`src/hfg_pkg.sv`:
```
`timescale 1ns / 1ps
// Shared types, widths and constants of the homomorphic filter gain core.
// No dependencies.
package hfg_pkg;

    localparam int unsigned HFG_MAX_DIM        = 1024;
    localparam int unsigned HFG_GAIN_FRAC_BITS = 11;

    localparam int unsigned HFG_NUM_W  = 26;   // slope * dist2
    localparam int unsigned HFG_DEN_W  = 12;   // cutoff_radius squared
    localparam int unsigned HFG_FRAC_W = 32;
    localparam int unsigned HFG_QUO_W  = HFG_NUM_W + HFG_FRAC_W;
    localparam int unsigned HFG_DIV_STEP = 4;

    localparam int unsigned HFG_SER_TERMS  = 16;
    localparam int unsigned HFG_ZERO_LIMIT = 12;
    localparam int unsigned HFG_POW_STAGES = HFG_ZERO_LIMIT - 1;

    typedef enum logic [2:0] {
        CFG_GAMMA_HIGH    = 3'd0,
        CFG_GAMMA_LOW     = 3'd1,
        CFG_CUTOFF_RADIUS = 3'd2,
        CFG_SLOPE         = 3'd3,
        CFG_PLANE_ROWS    = 3'd4,
        CFG_PLANE_COLS    = 3'd5
    } t_cfg_index;

    // series state travelling down the exp(-f) pipeline
    typedef struct packed {
        logic        vld;
        logic        big;
        logic [3:0]  k;
        logic [31:0] f;
        logic [32:0] term;
        logic [34:0] pos;
        logic [33:0] neg;
    } t_ser;

    // state of the exp(-1) power stages
    typedef struct packed {
        logic        vld;
        logic        big;
        logic [3:0]  k;
        logic [32:0] e;
    } t_pow;

    // exp(-1) in Q0.32: series at one half, squared, all truncating
    function automatic logic [31:0] f_exp_neg_one();
        logic [63:0] term;
        logic [63:0] pos;
        logic [63:0] neg;
        logic [63:0] half;
        logic [63:0] sq;
        term = 64'h1_0000_0000;
        pos  = 64'h1_0000_0000;
        neg  = 64'd0;
        for (int n = 1; n <= int'(HFG_SER_TERMS); n++) begin
            term = (term >> 1) / 64'(n);
            if ((n % 2) == 1) begin
                neg = neg + term;
            end else begin
                pos = pos + term;
            end
        end
        half = pos - neg;
        sq   = half * half;
        return sq[63:32];
    endfunction

endpackage

```
`src/hfg_dist.sv`:
```
`timescale 1ns / 1ps
// Squared distance from the plane centre, scaled by the slope.
// Three register stages; uses hfg_pkg.
module hfg_dist
    import hfg_pkg::*;
(
    input  logic                 i_clk,
    input  logic                 i_rst_n,
    input  logic                 i_en,
    input  logic                 i_vld,
    input  logic [9:0]           i_row,
    input  logic [9:0]           i_col,
    input  logic [9:0]           i_row_ctr,
    input  logic [9:0]           i_col_ctr,
    input  logic [4:0]           i_slope,
    output logic                 o_vld,
    output logic [HFG_NUM_W-1:0] o_num
);

    logic                 r_a_vld, r_b_vld, r_c_vld;
    logic [9:0]           r_a_dr, r_a_dc, n_a_dr, n_a_dc;
    logic [19:0]          r_b_sr, r_b_sc;
    logic [HFG_NUM_W-1:0] r_c_num;
    logic [20:0]          w_sum;

    always_comb begin
        n_a_dr = (i_row >= i_row_ctr) ? (i_row - i_row_ctr) : (i_row_ctr - i_row);
        n_a_dc = (i_col >= i_col_ctr) ? (i_col - i_col_ctr) : (i_col_ctr - i_col);
    end

    assign w_sum = {1'b0, r_b_sr} + {1'b0, r_b_sc};

    always_ff @(posedge i_clk) begin
        if (!i_rst_n) begin
            r_a_vld <= 1'b0;
            r_b_vld <= 1'b0;
            r_c_vld <= 1'b0;
        end else if (i_en) begin
            r_a_vld <= i_vld;
            r_b_vld <= r_a_vld;
            r_c_vld <= r_b_vld;
        end
    end

    always_ff @(posedge i_clk) begin
        if (i_en) begin
            r_a_dr  <= n_a_dr;
            r_a_dc  <= n_a_dc;
            r_b_sr  <= r_a_dr * r_a_dr;
            r_b_sc  <= r_a_dc * r_a_dc;
            r_c_num <= HFG_NUM_W'(w_sum) * HFG_NUM_W'(i_slope);
        end
    end

    assign o_vld = r_c_vld;
    assign o_num = r_c_num;

endmodule

```
`config.mk`:
```
export PLATFORM = sky130hd
export DESIGN_NAME = hfg_dist
export DESIGN_NICKNAME = d
export VERILOG_FILES = /design/src/hfg_pkg.sv /design/src/hfg_dist.sv
export SDC_FILE = /design/constraint.sdc
export NUM_CORES = 1
export LEC_CHECK = 0
export ABC_AREA = 1
export BUFFER_PORTS_ARGS = -buffer_cell sky130_fd_sc_hd__buf_2
export CORE_MARGIN = 10
export CORE_UTILIZATION = 25
export DETAILED_ROUTE_END_ITERATION = 8
export GPL_ROUTABILITY_DRIVEN = 1
export HOLD_SLACK_MARGIN = 0.12
export PLACE_DENSITY = 0.47
export SLEW_MARGIN = 20
export SYNTH_ARGS = -nofsm -noshare
export SYNTH_HDL_FRONTEND = slang
export SYNTH_SLANG_ARGS = --single-unit
```
`constraint.sdc`:
```
create_clock -name i_clk -period 9.5 [get_ports i_clk]
set_input_delay 0.95 -clock i_clk [delete_from_list [all_inputs] [get_ports i_clk]]
set_output_delay 0.95 -clock i_clk [all_outputs]
set_load 0.02 [all_outputs]
```
-- After elaboration in Yosys (flattened, before gate mapping)
Index checks and enable logic that the tools add are counted.
- bits in latches: 0
- memories kept: 0
- flip-flop bits (word level): 89
- output and inout bits: 27
- logic and storage cells: 20
- memory bits (read-only): 0
- bits in writable memories: 0
- input bits: 49
- order comparisons: 2
- eq/ne operators: 0
- add/subtract/negate cells: 5
- shift-type cells: 0
- reduce and logical (&&, ||, !) cells: 0
- mux-type cells: 2
- multiply operators: 3
- div/mod/pow operators: 0
- bitwise gates (word level): 0
- operators with widths (kind ; number):
    $mul 10x10->20 ; 2
    $sub 10x10->10 ; 4
    $mul 21x5->26 ; 1
    $add 20x20->21 ; 1
    $ge 10x10->1 ; 2
    $mux 10 ; 2

-- Depth between registers and ports, before layout
- depth in word-level cells: 2
- gate-level depth with buffers: 26
- gate-level depth less buffers: 26

-- Least setup slack after synthesis
Ideal clock, no wire load.
- path kind: register -> register
- from: register r_a_dc[1]
- to: register r_b_sc[15], data pin
- buffers on the path: 1
- data arrival time: 4259 ps
- required time: 9241 ps
- library setup time: 259 ps
- period minus slack after synthesis: 4518 ps
- setup slack: 4982 ps
- stages on the path, launching flop included: 19
- cell sequence: edfxtp_1 > clkbuf_1 > nand2_1 > inv_1 > fa_1 > inv_1 > fa_1 > inv_1 > fa_1 > fa_1 > fa_1 > ha_1 > nand2_1 > inv_1 > nand2_1 > nand2_1 > a21oi_1 > nand2_1 > xor2_1
- longest elaborated chain between the ends: 1
- ends and longest elaborated chain (element ; RTL line ; source):
    from (decl) ; hfg_dist.sv:21 ; logic [9:0] r_a_dr, r_a_dc, n_a_dr, n_a_dc;
    from (signal assigned) ; hfg_dist.sv:48 ; r_a_dc <= n_a_dc;
    $mul 10x10->20 ; hfg_dist.sv:50 ; r_b_sc <= r_a_dc * r_a_dc;
    to (signal assigned) ; hfg_dist.sv:50 ;
    to (decl) ; hfg_dist.sv:22 ; logic [19:0] r_b_sr, r_b_sc;
Every way passes these cells.
A chain may end at the register's enable or synchronous reset.

-- Worst setup path after layout
- from: register r_b_sr[5]
- to: register r_c_num[22] (netlist: o_num[22]), data pin
- longest elaborated chain between the ends: 2
- ends and longest elaborated chain (element ; RTL line ; source):
    from (decl) ; hfg_dist.sv:22 ;
    from (signal assigned) ; hfg_dist.sv:49 ; r_b_sr <= r_a_dr * r_a_dr;
    $add 20x20->21 ; hfg_dist.sv:31 ; assign w_sum = {1'b0, r_b_sr} + {1'b0, r_b_sc};
    $mul 21x5->26 ; hfg_dist.sv:51 ; r_c_num <= HFG_NUM_W'(w_sum) * HFG_NUM_W'(i_slope);
    to (signal assigned) ; hfg_dist.sv:51 ;
    to (decl) ; hfg_dist.sv:23 ; logic [HFG_NUM_W-1:0] r_c_num;
Every way passes these cells.

==> results.ini <==
[clock_network]
cts_num_sinks = 87
post-cts-setup-buffers = 0
clk_pin_slew_ns = 0.07
cts_max_level = 3
cts.repair.resized = 0
cts_tree = done
clock_latency_ns = 0.39
clockBufferDepth = 2
cts_hold_buf = 0
cts_made_buffers = 9
cts_root_buffer = clkbuf_16

[layout]
layout.nets = 2390
num_antenna_cells = 0
syn_to_final_growth_pct = 9.90
drive_gt1_frac = 0.0633

[critical_path]
critPathRequiredTime_ns = 9.65
path_class = flip-flop to flip-flop
worstPathMaxFanout = 5
critPathLaunchType = flip-flop
worstPathArrival_ns = 5.34
cp_slowest_stage_delay_ns = 0.56
cpMostUsedCell = nand2_1
slowest_stage = fa_1
critPathCaptureType = flip-flop

[global_route]
grt_pass1_vias = 12400
antenna_found_initial = 0
grtUsageTotal = 0.104
grt_max_degree = 53
grt_pass1_wl_um = 60200
gr-total-overflow = 0

[timing]
setup_viol = 0
worst_slew_pin_slew_ns = 0.699
tns_ns = 0
hold_viol_final = 0
period_minus_slack_ns = 5.19
max_freq_ghz = 0.193
relSlewSlack = 0.534
rsz0062_at_grt = no
finalCritPeriodShare = 0.547
slew_violations = 0
finalClockSkew_ns = 0.0134

[floorplan]
die_area_mm2 = 0.0695
die_y_um = 264
core_area_mm2 = 0.0589
die_x_um = 264
rows = 89
initial_core_util = 0.252
ios = 76

[routing]
drt_wl_total_um = 35200
firstDrtPassIters = 5
top_layer_used = met4
wl_met1_um = 16100
ant_nets = 0
drt-initial-drc-count = 519
met2_length_um = 17400
drc = 0
vias = 11800
vias_per_cell = 4.26
wl_per_cell_um = 12.7
met3_length_um = 1130

[place]
place_congestion = 0.857
numPortBuffers = 75
dpl.hpwl_um = 30300

[outcome]
status = finished clean

[yosys]
syn_area_mm2 = 0.0148
syn_inst = 1950
synth_nets = 2339
synth_seq_cells = 87
synth_edf_count = 84
ys_types = 46
ys_seq_area_frac = 0.174
synth_ff_type = edfxtp_1
syn-mean-instance-area_um2 = 7.61
ys_warn_count = 0
synthArstFlopShare = 0

[worst_hold_path]
worst_hold_path_type = flip-flop to flip-flop

[run]
maxCapViolCount = 0

==> cell usage after synthesis (7+ instances only) <==
master | instances | area, um^2
nand2_2 | 7 | 43.8
ha_1 | 187 | 2340
inv_1 | 425 | 1600
nand3_1 | 64 | 320
xor2_1 | 62 | 543
a21o_1 | 8 | 60.1
fa_1 | 153 | 3060
o21ai_0 | 36 | 180
a21oi_1 | 99 | 495
edfxtp_1 | 84 | 2520
o21ai_2 | 7 | 61.3
nand2_1 | 493 | 1850
nor2_1 | 164 | 616
nand3b_1 | 12 | 90.1
xnor2_1 | 16 | 140
o21ai_1 | 8 | 40.0
o21bai_1 | 18 | 135
clkbuf_1 | 25 | 93.8
nand4_1 | 20 | 125
nor3_1 | 10 | 50.1
==> area by class of cell <==
class / count / area, um^2
Fill cell: 6375 / 42600
Multi-Input combinational cell: 1400 / 10500
Sequential cell: 87 / 2580
Inverter: 427 / 1600
Tap cell: 773 / 967
Timing Repair Buffer: 76 / 385
Clock buffer: 9 / 225
Clock inverter: 7 / 72.6
==> kinds of logic after synthesis <==
| logic type | count (synthesis) | share of synthesized area |
|---|---|---|
| DFF | 87 | 0.174 |
| AOI/OAI and AO/OA | 193 | 0.0757 |
| adders and majority gates | 340 | 0.364 |
| muxes | 1 | 0.000759 |
| buffers and inverters | 463 | 0.120 |
| xor gates and xnor gates | 81 | 0.0493 |
| and+or+nand+nor | 785 | 0.216 |
==> registers in the layout (all words and copies together) (netlist names) <==
register  cells
o_num        26
r_b_sc       19
r_b_sr       19
r_a_dc       10
r_a_dr       10
o_vld         1
r_a_vld       1
r_b_vld       1
==> stage by stage <==
stage | hold slack [ns] | util | worst slack (ns) | instance area, um^2 | cells
6_report | 0.489 | 0.277 | 4.31 | 16300 | 2779
5_1_grt | 0.520 | 0.277 | 3.83 | 16300 | 2779
4_1_cts | 0.493 | 0.277 | 4.26 | 16300 | 2779
3_5_place_dp | 0.475 | 0.272 | 4.29 | 16000 | 2763
3_3_place_gp | 0.457 | 0.272 | 4.22 | 16000 | 2763
2_1_floorplan | 0.428 | - | 4.98 | 14800 | 1950
==> worst paths after layout <==
path	start	endpoint	slack, ns	cells past startpoint
worst max-delay path	r_b_sr[5]	o_num[22]	4.31	25
worst min-delay path	r_b_vld	o_vld	0.49	2
worst max register to register	r_b_sr[5]	o_num[22]	4.31	25
worst min register to register	r_b_vld	o_vld	0.49	2
==> per-layer routing <==
metal	track usage	vias to the layer above
met4	0.0304	0
met3	0.0166	37
met5	0	-
li1	-	6118
met2	0.187	179
met1	0.125	5502
==> cell usage in the layout (no fill, tap or decap), drive strengths merged <==
master,n
inv,430
fa,153
clkinvlp,1
o211ai,2
o21ai,52
a211oi,1
or2,6
nand2,501
o21bai,18
xor2,63
and2,5
a21o,8
xnor2,18
dfxtp,3
nor2,166
buf,76
nand3b,12
clkinv,3
edfxtp,84
nand4,20
a31oi,3
clkbuf,9
mux2,1
a21boi,1
a21oi,104
nor3,10
o21a,4
ha,187
nand3,65
==> critical path: cells and delay by family, from the launching register on <==
family / cells / cell delay (ns)
buffers and inverters: 4 / 0.27
DFF: 1 / 0.42
adders and majority gates: 5 / 2.30
and+or+nand+nor: 16 / 1.97
Power is left out: the tool's default activity adds up to more than one toggle a clock period on the data nets, which glitch-free logic cannot reach.
