$ cat config.mk
export PLATFORM = sky130hd
export DESIGN_NAME = hfg_div
export DESIGN_NICKNAME = d
export VERILOG_FILES = /design/src/hfg_pkg.sv /design/src/hfg_div.sv
export SDC_FILE = /design/constraint.sdc
export NUM_CORES = 2
export LEC_CHECK = 0
export ABC_AREA = 1
export BUFFER_PORTS_ARGS = -buffer_cell sky130_fd_sc_hd__buf_4
export CAP_MARGIN = 20
export CORE_AREA = 5 5 430 432
export CTS_CLUSTER_SIZE = 12
export DETAILED_ROUTE_END_ITERATION = 16
export DIE_AREA = 0 0 435 437
export PLACE_DENSITY = 0.58
export SYNTH_ARGS = -nofsm -noshare
export SYNTH_HDL_FRONTEND = slang
export SYNTH_SLANG_ARGS = --single-unit
$ cat constraint.sdc
create_clock -name i_clk -period 8.6 [get_ports i_clk]
set_input_delay 0.43 -clock i_clk [delete_from_list [all_inputs] [get_ports i_clk]]
set_output_delay 0.43 -clock i_clk [all_outputs]
set_load 0.02 [all_outputs]
$ cat src/hfg_pkg.sv
`timescale 1ns / 1ps
// Shared types, widths and constants of the homomorphic filter gain core.
// No dependencies.
package hfg_pkg;

    localparam int unsigned HFG_MAX_DIM        = 1024;
    localparam int unsigned HFG_GAIN_FRAC_BITS = 11;

    localparam int unsigned HFG_NUM_W  = 26;   // slope * dist2
    localparam int unsigned HFG_DEN_W  = 12;   // cutoff_radius squared
    localparam int unsigned HFG_FRAC_W = 32;
    localparam int unsigned HFG_QUO_W  = HFG_NUM_W + HFG_FRAC_W;
    localparam int unsigned HFG_DIV_STEP = 4;

    localparam int unsigned HFG_SER_TERMS  = 16;
    localparam int unsigned HFG_ZERO_LIMIT = 12;
    localparam int unsigned HFG_POW_STAGES = HFG_ZERO_LIMIT - 1;

    typedef enum logic [2:0] {
        CFG_GAMMA_HIGH    = 3'd0,
        CFG_GAMMA_LOW     = 3'd1,
        CFG_CUTOFF_RADIUS = 3'd2,
        CFG_SLOPE         = 3'd3,
        CFG_PLANE_ROWS    = 3'd4,
        CFG_PLANE_COLS    = 3'd5
    } t_cfg_index;

    // series state travelling down the exp(-f) pipeline
    typedef struct packed {
        logic        vld;
        logic        big;
        logic [3:0]  k;
        logic [31:0] f;
        logic [32:0] term;
        logic [34:0] pos;
        logic [33:0] neg;
    } t_ser;

    // state of the exp(-1) power stages
    typedef struct packed {
        logic        vld;
        logic        big;
        logic [3:0]  k;
        logic [32:0] e;
    } t_pow;

    // exp(-1) in Q0.32: series at one half, squared, all truncating
    function automatic logic [31:0] f_exp_neg_one();
        logic [63:0] term;
        logic [63:0] pos;
        logic [63:0] neg;
        logic [63:0] half;
        logic [63:0] sq;
        term = 64'h1_0000_0000;
        pos  = 64'h1_0000_0000;
        neg  = 64'd0;
        for (int n = 1; n <= int'(HFG_SER_TERMS); n++) begin
            term = (term >> 1) / 64'(n);
            if ((n % 2) == 1) begin
                neg = neg + term;
            end else begin
                pos = pos + term;
            end
        end
        half = pos - neg;
        sq   = half * half;
        return sq[63:32];
    endfunction

endpackage

$ cat src/hfg_div.sv
`timescale 1ns / 1ps
// Pipelined restoring divider: (num << 32) / den, four quotient bits a stage.
// Uses hfg_pkg.
module hfg_div
    import hfg_pkg::*;
(
    input  logic                 i_clk,
    input  logic                 i_rst_n,
    input  logic                 i_en,
    input  logic                 i_vld,
    input  logic [HFG_NUM_W-1:0] i_num,
    input  logic [HFG_DEN_W-1:0] i_den,
    output logic                 o_vld,
    output logic [HFG_QUO_W-1:0] o_quo
);

    localparam int unsigned STAGES = (HFG_QUO_W + HFG_DIV_STEP - 1) / HFG_DIV_STEP;
    localparam int unsigned PAD_W  = STAGES * HFG_DIV_STEP;

    logic                 w_vld [STAGES+1];
    logic [HFG_DEN_W-1:0] w_rem [STAGES+1];
    logic [PAD_W-1:0]     w_dvd [STAGES+1];
    logic [PAD_W-1:0]     w_quo [STAGES+1];

    assign w_vld[0] = i_vld;
    assign w_rem[0] = '0;
    assign w_dvd[0] = {{(PAD_W-HFG_QUO_W){1'b0}}, i_num, {HFG_FRAC_W{1'b0}}};
    assign w_quo[0] = '0;

    for (genvar s = 0; s < STAGES; s++) begin : g_stage
        logic                 r_vld;
        logic [HFG_DEN_W-1:0] r_rem, n_rem;
        logic [PAD_W-1:0]     r_dvd, n_dvd;
        logic [PAD_W-1:0]     r_quo, n_quo;

        always_comb begin
            logic [HFG_DEN_W:0] trial;
            n_rem = w_rem[s];
            n_dvd = w_dvd[s];
            n_quo = w_quo[s];
            for (int b = 0; b < int'(HFG_DIV_STEP); b++) begin
                trial = {n_rem, n_dvd[PAD_W-1]};
                n_dvd = {n_dvd[PAD_W-2:0], 1'b0};
                if (trial >= {1'b0, i_den}) begin
                    n_rem = HFG_DEN_W'(trial - {1'b0, i_den});
                    n_quo = {n_quo[PAD_W-2:0], 1'b1};
                end else begin
                    n_rem = trial[HFG_DEN_W-1:0];
                    n_quo = {n_quo[PAD_W-2:0], 1'b0};
                end
            end
        end

        always_ff @(posedge i_clk) begin
            if (!i_rst_n) begin
                r_vld <= 1'b0;
            end else if (i_en) begin
                r_vld <= w_vld[s];
            end
        end

        always_ff @(posedge i_clk) begin
            if (i_en) begin
                r_rem <= n_rem;
                r_dvd <= n_dvd;
                r_quo <= n_quo;
            end
        end

        assign w_vld[s+1] = r_vld;
        assign w_rem[s+1] = r_rem;
        assign w_dvd[s+1] = r_dvd;
        assign w_quo[s+1] = r_quo;
    end

    assign o_vld = w_vld[STAGES];
    assign o_quo = w_quo[STAGES][HFG_QUO_W-1:0];

endmodule

* After elaboration in Yosys (flattened, before gate mapping)
Index checks and enable logic that the tools add are counted.
** Storage, ports and cells
- Register bits :: 717
- Bits in latches :: 0
- Memory bits (writable) :: 0
- Memory bits (read-only) :: 0
- Bits of input ports :: 42
- Output and inout port bits :: 59
- Logic and storage cells :: 293
- Memories kept :: 0
** Cells by class
- Add/subtract/negate cells :: 59
- Multipliers :: 0
- Divide/modulo/power cells :: 0
- $lt $le $gt $ge :: 60
- Eq/ne operators :: 0
- Shift operators :: 0
- Mux-type cells :: 117
- Bitwise logic cells :: 0
- Reductions and logical operators :: 0
** Operators by type and width (number)
- $ge 13x12->1 :: 59
- $mux 12 :: 59
- $sub 12x12->12 :: 58
- $mux 1 :: 58
- $ge 1x12->1 const A :: 1
- $sub 1x12->12 const A :: 1

* Longest topological paths before layout
- Word-level depth :: 8
- Depth in mapped cells :: 58
- Depth with buffers taken out :: 51

* Worst setup path before layout
OpenSTA, ideal clock, no wires.
- Kind :: input to register
- Start :: in i_den[1]
- End :: reg g_stage[12].r_rem[0] (data pin)
- Library setup time :: 0.301 ns
- Data arrival time :: 8.693 ns
- Required time :: 8.299 ns
- Setup slack :: -0.394 ns
- Stages :: 41
- Buffers on the path :: 3
- Cells stage by stage :: inv_1 -> ha_1 -> ha_1 -> nand2_1 -> nor2_1 -> nand3_1 -> nand2_1 -> nor2_1 -> nand2_1 -> buf_4 -> or2_0 -> nand2_1 -> inv_1 -> ha_1 -> a21oi_1 -> a21boi_0 -> nand3_1 -> o21ai_1 -> [5 not listed] -> a31oi_2 -> inv_2 -> nand4_1 -> nand3_1 -> nand2_1 -> nand4_2 -> buf_2 -> nand2_1 -> nand2_1 -> ha_1 -> nand2_1 -> inv_1 -> a221oi_1 -> o311ai_1 -> a21oi_1 -> inv_1 -> nor2_1 -> nor2_1
** Between the ends
- Cells in the longest elaborated chain, start to end :: 7
- Elaborated cells on any way between the ends :: 10
- Those cells by class :: 3 x add/sub; 4 x order compare; 3 x mux
** Ends and longest elaborated chain
- start, declared :: line hfg_div.sv:12 : input logic [HFG_DEN_W-1:0] i_den,
- $sub 12x12->12 / $ge 13x12->1 (equally long branches) :: line hfg_div.sv:45, hfg_div.sv:44
- $mux 12 :: line hfg_div.sv:44 : if (trial >= {1'b0, i_den}) begin
- $sub 12x12->12 / $ge 13x12->1 (equally long branches) :: line hfg_div.sv:45, hfg_div.sv:44
- $mux 12 :: line hfg_div.sv:44
- $sub 12x12->12 / $ge 13x12->1 (equally long branches) :: line hfg_div.sv:45, hfg_div.sv:44
- $mux 12 :: line hfg_div.sv:44
- $ge 13x12->1 (*) :: line hfg_div.sv:44
- end signal, assigned :: line hfg_div.sv:64 : r_rem <= n_rem;
- end, declared :: line hfg_div.sv:32 : logic [HFG_DEN_W-1:0] r_rem, n_rem;
Mark *: on every way between the ends. The rest lies on a longest branch, timed or not.
A chain may end at the register's enable or synchronous reset.

* Final worst setup path
- Start :: reg g_stage[3].r_rem[5]
- End :: reg g_stage[4].r_rem[3] (data pin)
** Between the ends
- Cells in the longest elaborated chain, start to end :: 8
- Elaborated cells on any way between the ends :: 12
- Those cells by class :: 4 x add/sub; 4 x order compare; 4 x mux
** Ends and longest elaborated chain (line)
- start, declared :: hfg_div.sv:32
- start signal, assigned :: hfg_div.sv:64
- $sub 12x12->12 / $ge 13x12->1 (equally long branches) :: hfg_div.sv:45, hfg_div.sv:44
- $mux 12 (*) :: hfg_div.sv:44
- $sub 12x12->12 / $ge 13x12->1 (equally long branches) :: hfg_div.sv:45, hfg_div.sv:44
- $mux 12 (*) :: hfg_div.sv:44
- $ge 13x12->1 / $sub 12x12->12 (equally long branches) :: hfg_div.sv:44, hfg_div.sv:45
- $mux 12 (*) :: hfg_div.sv:44
- $sub 12x12->12 / $ge 13x12->1 (equally long branches) :: hfg_div.sv:45, hfg_div.sv:44
- $mux 12 (*) :: hfg_div.sv:44
- via g_stage[4].n_rem[3] :: hfg_div.sv:32
- end signal, assigned :: hfg_div.sv:64
- end, declared :: hfg_div.sv:32
Mark *: on every way through the listed nets, which the timed path passes. The rest lies on a longest branch.

==> summary.md <==
| Metric | Value |
|---|---|
| DP HPWL | 133000 um |
| Crit path buf inv count | 4 |
| Mean Syn Cell Area | just under 8 um^2 |
| Min Clock Period, post-route | 7910 ps |
| Primary FF master, synth | edfxtp_1 |
| GPL Wtd Cong | between 0.9 and 1 |
| Max-cap viol count | 0 |
| Vias in the first global route | 52.7k |
| Remaining antenna violation count | 0 |
| Synth-to-Final Area Change | 14.1% |
| Initial antenna violation count | 2 |
| HP Class | input pin to flop |
| Hold path start | i_en |
| Core area | roughly 0.18 mm^2 |
| Post-DR vias/cell | 4.99 |
| Width of the die | 435 um |
| Top post-synthesis cells by area | edfxtp_1, nand2_1, ha_1 |
| CP Launch Type | flop |
| Fin crit share | 92.0% |
| DR top layer | met4 |
| Clock sink total | 717 |
| Post-synth cell types | 71 |
| FP Rows | 156 |
| Clk root buf | clkbuf_16 |
| Commonest non-fill, non-tap cells in the layout | nand2_1, inv_1, edfxtp_1 |
| Met1 Routed Length | 82000 um |
| Drt initial violations | 3578 |
| Final Max Tran Viols | 0 |
| Final std cell area, no fill | 0.0718 mm^2 |
| Wire per inst | 16.1 um |
| Worst r2r src | g_stage[3].r_rem[5] |
| CP arrival | 8430 ps |
| Final setup viols | 0 |
| Worst-path fanout max | 22 |
| Max Clk Rate | 0.126 GHz |
| Ports | just over 100 |
| Cell count after synthesis | 8137 |
| Yosys warns | 0 |
| Max clock buf depth | 3 |
| Hold path cells | 1 |
| CP endpoint kind | flop |
| EDFF count, synth | 702 |
| Sum Neg Setup Slack | 0 ps |
| Via count | 54.6k |
| Hold Slack | 234 ps |
| Clk Latency, worst-skew pair | 750 ps |
| Fin nets | 9264 |
| Clock tree from TritonCTS | built |
| Met3 routed WL | 6610 um |
| Clock Skews | 51.4 ps |
| Slowest CP cell | edfxtp_1 |
| Critical path's top delay family | simple AND/OR/NAND/NOR gates |
| PortBufs | 100 |
| Final Util | roughly 40% |
| Outcome | completed |
| Cell taking the most area after synthesis | edfxtp_1 |
| CTS H-tree depth | 3 |
| Largest net degree at the start of global routing | 130 |
| Final Routed Wirelength | 176000 um |
| Die Ht | 437 um |
| Area post-placement | 0.0683 mm^2 |
| Critical path class | flop to flop |
| Synthesis-stage register bit count | 717 |
| Final hold violation count | 0 |
| CTS Buf Count | 90 |
| Wire length on met2 | 82800 um |
| Share of cells above drive strength 1 | 8.37% |
| Detailed-router iteration count before antenna repair | 6 |
| Commonest non-fill, non-tap cell in the layout | nand2_1 |
| DIE AREA | about 0.19 mm^2 |
| Total Routing Usage GR | 18.1% |
| Seq/Total Area, Yosys | 34.0% |
| Initial core utilization | 34.9% |
| CP required | about 9100 ps |
| Grt total ovfl | 0 |
| R2R setup slack | 690 ps |
| Synth top area share | approximately 34% |
| Ys async rst share | 0% |
| Worst slew margin | 33.1% |
| Worst R2R End | g_stage[4].r_rem[3] |
| Crit path top cell by count | nand2_1 |
| Worst hold path endpoint | g_stage[10].r_quo[32] |
| Max incr delay on CP | 500 ps |
| Mapped cell area | 0.0629 mm^2 |
| Measured slew at the worst slew-check pin | ~1000 ps |
| Worst R2R Path Depth | 40 |
| Clk slew on worst S/H paths | 60 ps |
| Drt drc | 0 |
| First-pass GRT wire length | roughly 280000 um |
## layer usage
layer / GRT usage, % / vias to the layer above
met5: 0 / -
met4: 5.17 / 0
met3: 2.22 / 271
met2: 31.2 / 1071
met1: 23.7 / 25229
li1: - / 28056
## what timing repair did
item	4_1_cts	5_1_grt
setup endpoints to repair	0	40
hold endpoints to repair	40	0
hold buffers	28	0
gates resized for setup	0	14
setup buffers	0	1
## cell type report
| class | count | area, um^2 |
|---|---|---|
| fill | 18253 | 108000 |
| multi-input combinational | 6258 | 37000 |
| sequential | 717 | 21400 |
| inverter | 1043 | 3930 |
| timing repair buffer | 393 | 3390 |
| tap | 2370 | 2970 |
| clock buffer | 107 | 2390 |
| clock inverter | 58 | 781 |
| antenna | 2 | 5.00 |
## worst max path at each step
| stage | from | slack (ps) | endpoint | depth (start not counted) |
|---|---|---|---|---|
| after detailed placement | i_den[1] | -200 | g_stage[6].r_rem[0] | 46 |
| after global routing | g_stage[5].r_rem[7] | -8 | g_stage[6].r_rem[0] | 43 |
| after floorplan | i_den[1] | 150 | g_stage[12].r_rem[0] | 41 |
| after CTS | g_stage[5].r_rem[7] | 360 | g_stage[6].r_rem[0] | 41 |
| final | g_stage[3].r_rem[5] | 690 | g_stage[4].r_rem[3] | 40 |
| after global placement | i_den[1] | -190 | g_stage[6].r_rem[0] | 46 |
## cell families after synthesis
group | count (synthesis) | share of synthesized area (%)
simple gates | 3791 | 25.6
flops | 717 | 34.0
fa+ha+maj | 719 | 14.7
buf+inv | 1166 | 7.39
xor+xnor | 525 | 7.31
other cells | 1 | 0.00596
compound gates | 1218 | 11.0
## registers in the layout, summed over array words and instances, names as in the netlist
register	cells
g_stage.r_vld	14
o_vld	1
g_stage.r_quo	450
g_stage.r_dvd	84
g_stage.r_rem	168
## through the flow
stage | instances | setup WS [ps]
4_1_cts | 10945 | 362
5_1_grt | 10948 | -7.90
2_1_floorplan | 8141 | 151
3_5_place_dp | 10752 | -196
6_report | 10948 | 686
3_3_place_gp | 10752 | -192
## synth_stat cells, drive strengths merged, types with 14 or more instances
cell type / n
a21boi: 16
dfxtp: 15
a21oi: 502
a21o: 37
xnor2: 192
nor3: 65
fa: 34
nand3b: 18
o211ai: 16
nand3: 514
a211oi: 14
nand2: 2458
o21a: 36
ha: 685
clkbuf: 16
or2: 53
edfxtp: 702
inv: 1042
buf: 107
o21ai: 461
o21bai: 29
nand4: 147
nor2: 506
o2111ai: 28
xor2: 333
a31oi: 30
Power is left out: the tool's default activity adds up to more than one toggle a clock period on the data nets, which glitch-free logic cannot reach.
